## config.mk

```make
export PLATFORM = sky130hd
export DESIGN_NAME = assoc_cache_age_lru
export DESIGN_NICKNAME = d
export VERILOG_FILES = /design/src/design/acal_pkg.sv /design/src/design/assoc_cache_age_lru.sv /design/src/design/acal_mem.sv /design/src/design/acal_scan.sv
export SDC_FILE = /design/constraint.sdc
export NUM_CORES = 2
export LEC_CHECK = 0
export ABC_CLOCK_PERIOD_IN_PS = 60000
export BUFFER_PORTS_ARGS = -buffer_cell sky130_fd_sc_hd__buf_2
export CAP_MARGIN = 20
export CORE_UTILIZATION = 40
export CTS_CLUSTER_SIZE = 30
export DETAILED_ROUTE_END_ITERATION = 16
export PLACE_DENSITY_LB_ADDON = 0.1
export SLEW_MARGIN = 20
export SYNTH_ARGS = -nofsm -noshare
export SYNTH_HDL_FRONTEND = slang
export SYNTH_SLANG_ARGS = --single-unit
export TNS_END_PERCENT = 30
```

## constraint.sdc

```tcl
create_clock -name clk -period 60 [get_ports clk]
set_clock_uncertainty 0.2 [all_clocks]
set_input_delay 12 -clock clk [delete_from_list [all_inputs] [get_ports clk]]
set_output_delay 12 -clock clk [all_outputs]
set_load 0.05 [all_outputs]
```

## src/design/acal_pkg.sv

```systemverilog
// acal_pkg: shared widths, operation codes and types for the age-LRU cache.
// Used by acal_mem, acal_scan and assoc_cache_age_lru.
package acal_pkg;

  localparam int NUM_ENTRIES_DEF = 16;

  localparam int KEY_W  = 64;
  localparam int PAY_W  = 64;
  localparam int LEN_W  = 17;
  localparam int AGE_W  = 16;
  localparam int SLOT_W = 6;

  localparam logic [AGE_W-1:0] AGE_MAX = {AGE_W{1'b1}};

  // Operation codes carried on func
  localparam logic FUNC_LOOKUP = 1'b0;
  localparam logic FUNC_INSERT = 1'b1;

  // Control for one compare step of the scan unit
  typedef struct packed {
    logic vld;     // a table row is presented this cycle
    logic first;   // row 0: restart the running result
    logic insert;  // victim search instead of key match
  } scan_step_t;

endpackage

```

## src/design/assoc_cache_age_lru.sv

```systemverilog
// Fully associative cache of NUM_ENTRIES entries with per-entry age counters.
// Every request scans the whole table through one read port and a shared
// compare unit, one entry per cycle; the compare step works on the registered
// read data. After the scan comes a finish state, which waits for a free
// output register, then an idle state in which the next beat is taken. A lookup
// returns the lowest matching valid entry; an insert fills the first invalid
// entry or the oldest one, ages all others by one (saturating) during the
// scan, and writes the new entry with age zero. The next request is taken
// while the result waits in the output register.
module assoc_cache_age_lru #(
  parameter int NUM_ENTRIES = acal_pkg::NUM_ENTRIES_DEF
) (
  input  logic                        clk,
  input  logic                        rst,
  input  logic                        in_valid,
  output logic                        in_ready,
  input  logic                        func,
  input  logic [acal_pkg::KEY_W-1:0]  key,
  input  logic [acal_pkg::PAY_W-1:0]  payload,
  input  logic [acal_pkg::LEN_W-1:0]  length,
  output logic                        out_valid,
  input  logic                        out_ready,
  output logic                        hit,
  output logic [acal_pkg::SLOT_W-1:0] slot,
  output logic [acal_pkg::LEN_W-1:0]  stored_length,
  output logic [acal_pkg::PAY_W-1:0]  stored_payload
);

  localparam int IW = $clog2(NUM_ENTRIES);
  localparam int CW = $clog2(NUM_ENTRIES + 1);
  localparam logic [CW-1:0] CNT_END = CW'(NUM_ENTRIES);

  localparam logic [1:0] ST_IDLE   = 2'd0;
  localparam logic [1:0] ST_SCAN   = 2'd1;
  localparam logic [1:0] ST_FINISH = 2'd2;

  logic [1:0]                 state;
  logic [CW-1:0]              cnt;
  logic                       cmp_vld;
  logic [IW-1:0]              cmp_idx;
  logic [NUM_ENTRIES-1:0]     valid;

  // captured request beat
  logic                       req_func;
  logic [acal_pkg::KEY_W-1:0] req_key;
  logic [acal_pkg::PAY_W-1:0] req_payload;
  logic [acal_pkg::LEN_W-1:0] req_length;

  logic [acal_pkg::KEY_W-1:0] rd_key;
  logic [acal_pkg::PAY_W-1:0] rd_payload;
  logic [acal_pkg::LEN_W-1:0] rd_length;
  logic [acal_pkg::AGE_W-1:0] rd_age;

  logic [IW-1:0]              wr_addr;
  logic                       wr_age_en;
  logic [acal_pkg::AGE_W-1:0] wr_age;
  logic                       wr_entry_en;

  acal_pkg::scan_step_t       step;
  logic                       found;
  logic [IW-1:0]              best_idx;
  logic [acal_pkg::LEN_W-1:0] found_length;
  logic [acal_pkg::PAY_W-1:0] found_payload;

  logic                       in_fire;
  logic                       fin_fire;
  logic                       req_insert;

  assign in_ready   = (state == ST_IDLE);
  assign in_fire    = in_valid && in_ready;
  assign fin_fire   = (state == ST_FINISH) && (!out_valid || out_ready);
  assign req_insert = (req_func == acal_pkg::FUNC_INSERT);

  // compare step control
  always_comb begin
    step.vld    = cmp_vld;
    step.first  = (cmp_idx == '0);
    step.insert = req_insert;
  end

  // table write: aging during an insert scan, new entry at finish
  always_comb begin
    wr_entry_en = fin_fire && req_insert;
    if (wr_entry_en) begin
      wr_addr   = best_idx;
      wr_age_en = 1'b1;
      wr_age    = '0;
    end else begin
      wr_addr   = cmp_idx;
      wr_age_en = cmp_vld && req_insert;
      wr_age    = (rd_age == acal_pkg::AGE_MAX) ? rd_age : rd_age + 1'b1;
    end
  end

  acal_mem #(
    .NUM_ENTRIES (NUM_ENTRIES),
    .IW          (IW)
  ) u_mem (
    .clk         (clk),
    .rd_addr     (cnt[IW-1:0]),
    .rd_key      (rd_key),
    .rd_payload  (rd_payload),
    .rd_length   (rd_length),
    .rd_age      (rd_age),
    .wr_addr     (wr_addr),
    .wr_age_en   (wr_age_en),
    .wr_age      (wr_age),
    .wr_entry_en (wr_entry_en),
    .wr_key      (req_key),
    .wr_payload  (req_payload),
    .wr_length   (req_length)
  );

  acal_scan #(
    .NUM_ENTRIES (NUM_ENTRIES),
    .IW          (IW)
  ) u_scan (
    .clk           (clk),
    .step          (step),
    .row_idx       (cmp_idx),
    .row_valid     (valid[cmp_idx]),
    .row_key       (rd_key),
    .row_payload   (rd_payload),
    .row_length    (rd_length),
    .row_age       (rd_age),
    .req_key       (req_key),
    .found         (found),
    .best_idx      (best_idx),
    .found_length  (found_length),
    .found_payload (found_payload)
  );

  // request capture
  always_ff @(posedge clk) begin
    if (in_fire) begin
      req_func    <= func;
      req_key     <= key;
      req_payload <= payload;
      req_length  <= length;
    end
  end

  // sequencer: read rows 0..N-1, compare each in the cycle after its read, then finish
  always_ff @(posedge clk) begin
    if (rst) begin
      state   <= ST_IDLE;
      cnt     <= '0;
      cmp_vld <= 1'b0;
      valid   <= '0;
    end else begin
      cmp_vld <= (state == ST_SCAN) && (cnt < CNT_END);
      cmp_idx <= cnt[IW-1:0];
      unique case (state)
        ST_IDLE: begin
          cnt <= '0;
          if (in_fire) begin
            state <= ST_SCAN;
          end
        end
        ST_SCAN: begin
          if (cnt == CNT_END) begin
            state <= ST_FINISH;
          end else begin
            cnt <= cnt + 1'b1;
          end
        end
        ST_FINISH: begin
          if (fin_fire) begin
            state <= ST_IDLE;
            if (req_insert) begin
              valid[best_idx] <= 1'b1;
            end
          end
        end
        default: begin
          state <= ST_IDLE;
        end
      endcase
    end
  end

  // output register
  always_ff @(posedge clk) begin
    if (rst) begin
      out_valid <= 1'b0;
    end else if (fin_fire) begin
      out_valid <= 1'b1;
    end else if (out_ready) begin
      out_valid <= 1'b0;
    end
  end

  always_ff @(posedge clk) begin
    if (fin_fire) begin
      if (req_insert) begin
        hit            <= 1'b1;
        slot           <= acal_pkg::SLOT_W'(best_idx);
        stored_length  <= req_length;
        stored_payload <= req_payload;
      end else if (found) begin
        hit            <= 1'b1;
        slot           <= acal_pkg::SLOT_W'(best_idx);
        stored_length  <= found_length;
        stored_payload <= found_payload;
      end else begin
        hit            <= 1'b0;
        slot           <= '0;
        stored_length  <= '0;
        stored_payload <= '0;
      end
    end
  end

endmodule

```

## src/design/acal_mem.sv

```systemverilog
// acal_mem: table storage for key, payload, length and age of every entry.
// One write address and one read address per cycle, registered read data.
// Depends on acal_pkg.
module acal_mem #(
  parameter int NUM_ENTRIES = acal_pkg::NUM_ENTRIES_DEF,
  parameter int IW          = $clog2(NUM_ENTRIES)
) (
  input  logic                       clk,
  input  logic [IW-1:0]              rd_addr,
  output logic [acal_pkg::KEY_W-1:0] rd_key,
  output logic [acal_pkg::PAY_W-1:0] rd_payload,
  output logic [acal_pkg::LEN_W-1:0] rd_length,
  output logic [acal_pkg::AGE_W-1:0] rd_age,
  input  logic [IW-1:0]              wr_addr,
  input  logic                       wr_age_en,
  input  logic [acal_pkg::AGE_W-1:0] wr_age,
  input  logic                       wr_entry_en,
  input  logic [acal_pkg::KEY_W-1:0] wr_key,
  input  logic [acal_pkg::PAY_W-1:0] wr_payload,
  input  logic [acal_pkg::LEN_W-1:0] wr_length
);

  logic [acal_pkg::KEY_W-1:0] key_mem     [NUM_ENTRIES];
  logic [acal_pkg::PAY_W-1:0] payload_mem [NUM_ENTRIES];
  logic [acal_pkg::LEN_W-1:0] length_mem  [NUM_ENTRIES];
  logic [acal_pkg::AGE_W-1:0] age_mem     [NUM_ENTRIES];

  // write port
  always_ff @(posedge clk) begin
    if (wr_age_en) begin
      age_mem[wr_addr] <= wr_age;
    end
    if (wr_entry_en) begin
      key_mem[wr_addr]     <= wr_key;
      payload_mem[wr_addr] <= wr_payload;
      length_mem[wr_addr]  <= wr_length;
    end
  end

  // registered read port
  always_ff @(posedge clk) begin
    rd_key     <= key_mem[rd_addr];
    rd_payload <= payload_mem[rd_addr];
    rd_length  <= length_mem[rd_addr];
    rd_age     <= age_mem[rd_addr];
  end

endmodule

```

## src/design/acal_scan.sv

```systemverilog
// acal_scan: shared compare unit, one table row per step. Tracks the first
// key match (lookup) or the insert victim: first invalid row, else oldest.
// Depends on acal_pkg.
module acal_scan #(
  parameter int NUM_ENTRIES = acal_pkg::NUM_ENTRIES_DEF,
  parameter int IW          = $clog2(NUM_ENTRIES)
) (
  input  logic                       clk,
  input  acal_pkg::scan_step_t       step,
  input  logic [IW-1:0]              row_idx,
  input  logic                       row_valid,
  input  logic [acal_pkg::KEY_W-1:0] row_key,
  input  logic [acal_pkg::PAY_W-1:0] row_payload,
  input  logic [acal_pkg::LEN_W-1:0] row_length,
  input  logic [acal_pkg::AGE_W-1:0] row_age,
  input  logic [acal_pkg::KEY_W-1:0] req_key,
  output logic                       found,
  output logic [IW-1:0]              best_idx,
  output logic [acal_pkg::LEN_W-1:0] found_length,
  output logic [acal_pkg::PAY_W-1:0] found_payload
);

  logic                       have_inv;
  logic                       have_old;
  logic [acal_pkg::AGE_W-1:0] best_age;

  logic                       base_found;
  logic                       base_inv;
  logic                       base_old;

  // row 0 starts from an empty running result
  always_comb begin
    base_found = step.first ? 1'b0 : found;
    base_inv   = step.first ? 1'b0 : have_inv;
    base_old   = step.first ? 1'b0 : have_old;
  end

  always_ff @(posedge clk) begin
    if (step.vld) begin
      found    <= base_found;
      have_inv <= base_inv;
      have_old <= base_old;
      if (!step.insert) begin
        // lookup: keep lowest matching valid row
        if (!base_found && row_valid && (row_key == req_key)) begin
          found         <= 1'b1;
          best_idx      <= row_idx;
          found_length  <= row_length;
          found_payload <= row_payload;
        end
      end else if (!base_inv) begin
        // insert: first invalid row wins outright, else strictly older row
        if (!row_valid) begin
          have_inv <= 1'b1;
          best_idx <= row_idx;
        end else if (!base_old || (row_age > best_age)) begin
          have_old <= 1'b1;
          best_age <= row_age;
          best_idx <= row_idx;
        end
      end
    end
  end

endmodule

```

==> flow_summary.ini <==
[status]
status = complete, no violations

[grt]
grt_pass1_vias = 52438
grtUsageTotal_pct = 18.8
grt_first_pass_wirelength_mm = 387
grt_max_degree = 119
overflow = 0
antenna_found_initial = 10

[route]
drt_first_iter_violations = 4186
wl_per_cell_um = 29.2
via_per_inst = 5.42
drc = 0
vias = 49850
wirelength_mm = 269
drt_pre_antenna_iters = 5
drtAntennaViolNets = 0

[finish]
nets = 5332
fillCellCount = 23429
final_util_pct = 46.3
multiInputGateArea_mm2 = 0.0215
regArea_mm2 = 0.0913
final_layout_size_suffix_gt1_share_pct = 30.6
areaGrowthSynthToFinish_pct = 15.0

[die]
die_y_um = 535
coreArea_mm2 = 0.283
start_util_pct = 40.3
dieArea_mm2 = 0.286
pin_count = 240
rows = 195
die_x_um = 535

[flow_run]
maxCapViolCount = 0

[worst_setup_path]
arrival_ns = 16.62
critPathLaunchType = input port
rrSetupSlack_ns = 54.52
worst_setup_path_end_kind = flop
timing.rr.end = u_mem.payload_mem[15][16]
r2r_cells = 8
cp_max_fo = 42
cp.required_ns = 60.31
path_class = input port to flop
r2r_start = req_func

[clock_network]
htree_num_levels = 5
ctsResizeCount = 0
numCtsBuffers = 333
post_cts_buffers = 0
clk_root_buffer_cell = clkbuf_16
holdBufCountCts = 0
clockBufferDepth = 4
path_clk_slew_ns = 0.06
clkSinkCount = 3102
cts_tree = built
clk_latency_ns = 0.92

[sta]
max-slew-margin-rel_pct = 25.5
period_share_pct = 27.2
fin_crit_ns = 16.31
drv_slew = 0
hold_violations = 0
rsz0062_at_grt = false
tns_ns = 0
tightest_slew_ns = 1.11
setup_violations = 0
max_freq_ghz = 0.0613

[power]
p_leak_nw = 40.4
vdd_drop_max_v = 0.0000240
cellPowerDensity_mw_per_mm2 = 34.9

[synthesis]
synth_area_mm2 = 0.114
synth_compound_area_share_pct = 1.31
synth_ff_type = edfxtp_1
yosysWarnings = 0
synth_mux_area_share_pct = 15.7
ys_async_sr_fraction_pct = 0
synthDistinctLibCells = 55
synth_top_family_by_area = multiplexers
synth-edff-count = 2916
yosys.area_share.simple_pct = 1.10
synth-xor-area-share_pct = 0.454
synth-adder-area-share_pct = 0.209
ys_ff_latch = 3102
avgSynthCellArea_um2 = 24.3
yosysSeqAreaShare_pct = 80.3
synth_cells = 4685

[hold_path]
min_from = u_mem.rd_payload[14]
hold_path_end = u_scan.found_payload[14]
holdPathStages = 0
hold_class = flop to flop

[placement]
hpwl_mm = 141
portBuffers = 237
gp_congestion = 0.738
==> layout by cell type (no fill, tap or decap), drive strengths merged, types with 10 or more instances in the layout <==
master,n
o21a,14
edfxtp,2916
xor2,38
dfxtp,186
nand3,14
o21ai,10
a211oi,29
a21oi,17
inv,54
bufinv,20
nor4,13
nor2b,35
a31oi,23
nand4,16
ha,19
buf,362
a22o,81
nor3,13
nor2,71
clkinv,105
mux4,785
nand2,58
clkbuf,477
xnor2,21
==> cell families (layout without fill, tap and decap cells) <==
group / after synthesis / count (layout)
other: 1 / 3
adders and majority gates: 19 / 19
xor gates and xnor gates: 59 / 59
DFF: 3102 / 3102
buffers and inverters: 260 / 1023
muxes: 795 / 795
and+or+nand+nor: 252 / 252
AOI/OAI and AO/OA: 197 / 197
==> report_power, final <==
group / switching, mW / internal, mW / leakage (nW)
clock network: 0.846 / 1.18 / 5.32
logic: 0.0596 / 0.0543 / 7.21
registers: 0.0344 / 2.38 / 27.9
==> registers in the layout, summed over array words and instances (netlist names), 2 cells and up <==
register	count
state	2
u_mem.rd_age	16
req_key	64
req_length	17
req_payload	64
u_scan.best_idx	4
u_mem.length_mem	272
u_mem.rd_key	64
cmp_idx	4
stored_payload	64
u_scan.best_age	16
u_scan.found_payload	64
slot	4
valid	16
u_scan.found_length	17
stored_length	17
u_mem.payload_mem	1024
u_mem.rd_length	17
cnt	5
u_mem.rd_payload	64
u_mem.age_mem	256
u_mem.key_mem	1024
==> per-stage QoR <==
step / total power, mW / cells / hold WS (ns) / worst slack, ns / cell area [um^2]
CTS: 4.62 / 9189 / 0.177 / 43.30 / 131000
finish: 4.56 / 9193 / 0.178 / 43.70 / 131000
global route: 4.71 / 9193 / 0.182 / 43.37 / 131000
detailed placement: 2.58 / 8568 / 0.189 / 42.31 / 120000
global placement: 2.58 / 8568 / 0.187 / 42.39 / 120000
floorplan: 2.53 / 4686 / 0.186 / 27.99 / 114000
==> Yosys cell counts (17+ instances only) <==
cell type	count	area, um^2
edfxtp_1	2916	87600
mux4_2	781	17600
dfxtp_1	186	3720
clkbuf_1	104	390
a22o_1	81	709
buf_2	81	405
nor2_1	71	267
nand2_1	58	218
inv_1	40	150
xor2_1	38	333
nor2b_1	35	219
a211oi_1	29	218
a31oi_1	23	144
buf_1	22	82.6
xnor2_1	21	184
ha_1	19	238
a21oi_1	17	85.1
==> layout make-up <==
type                            instances  share of cell area (%)
Clock buffer                          477                    7.19
Inverter                               40                   0.115
Antenna cell                            1                 0.00191
Clock inverter                        144                    1.12
Sequential cell                      3102                    69.8
Tap cell                             3743                    3.58
Timing Repair Buffer                  362                    1.76
Multi-Input combinational cell       1324                    16.4
==> layer usage <==
layer  routed length [um]  global-route usage, %  vias up
li1                     -                      -    21013
met1               123000                   27.6    27269
met2               128000                   29.7     1201
met3                12100                   2.80      367
met4                 5260                   4.12        0
met5                    0                      0        -
==> how the worst max path moves through the flow <==
stage | end | startpoint | cells after the start
2_1_floorplan | u_mem.key_mem[4][0] | out_ready | 5
3_3_place_gp | u_mem.key_mem[11][20] | out_ready | 9
3_5_place_dp | u_mem.payload_mem[11][11] | out_ready | 9
4_1_cts | u_mem.payload_mem[11][18] | out_ready | 9
5_1_grt | u_mem.payload_mem[15][16] | out_ready | 10
6_report | u_mem.payload_mem[15][16] | out_ready | 10
==> critical path, stage by stage <==
cell	delay, ns
buf_2	0.07
nand2b_1	0.19
nor2b_4	0.36
and2_1	0.17
buf_4	0.28
nand3_1	0.23
nor2_4	0.78
buf_4	0.80
buf_4	0.77
buf_4	0.80
Note: power is estimated with default switching activity, not from simulation.
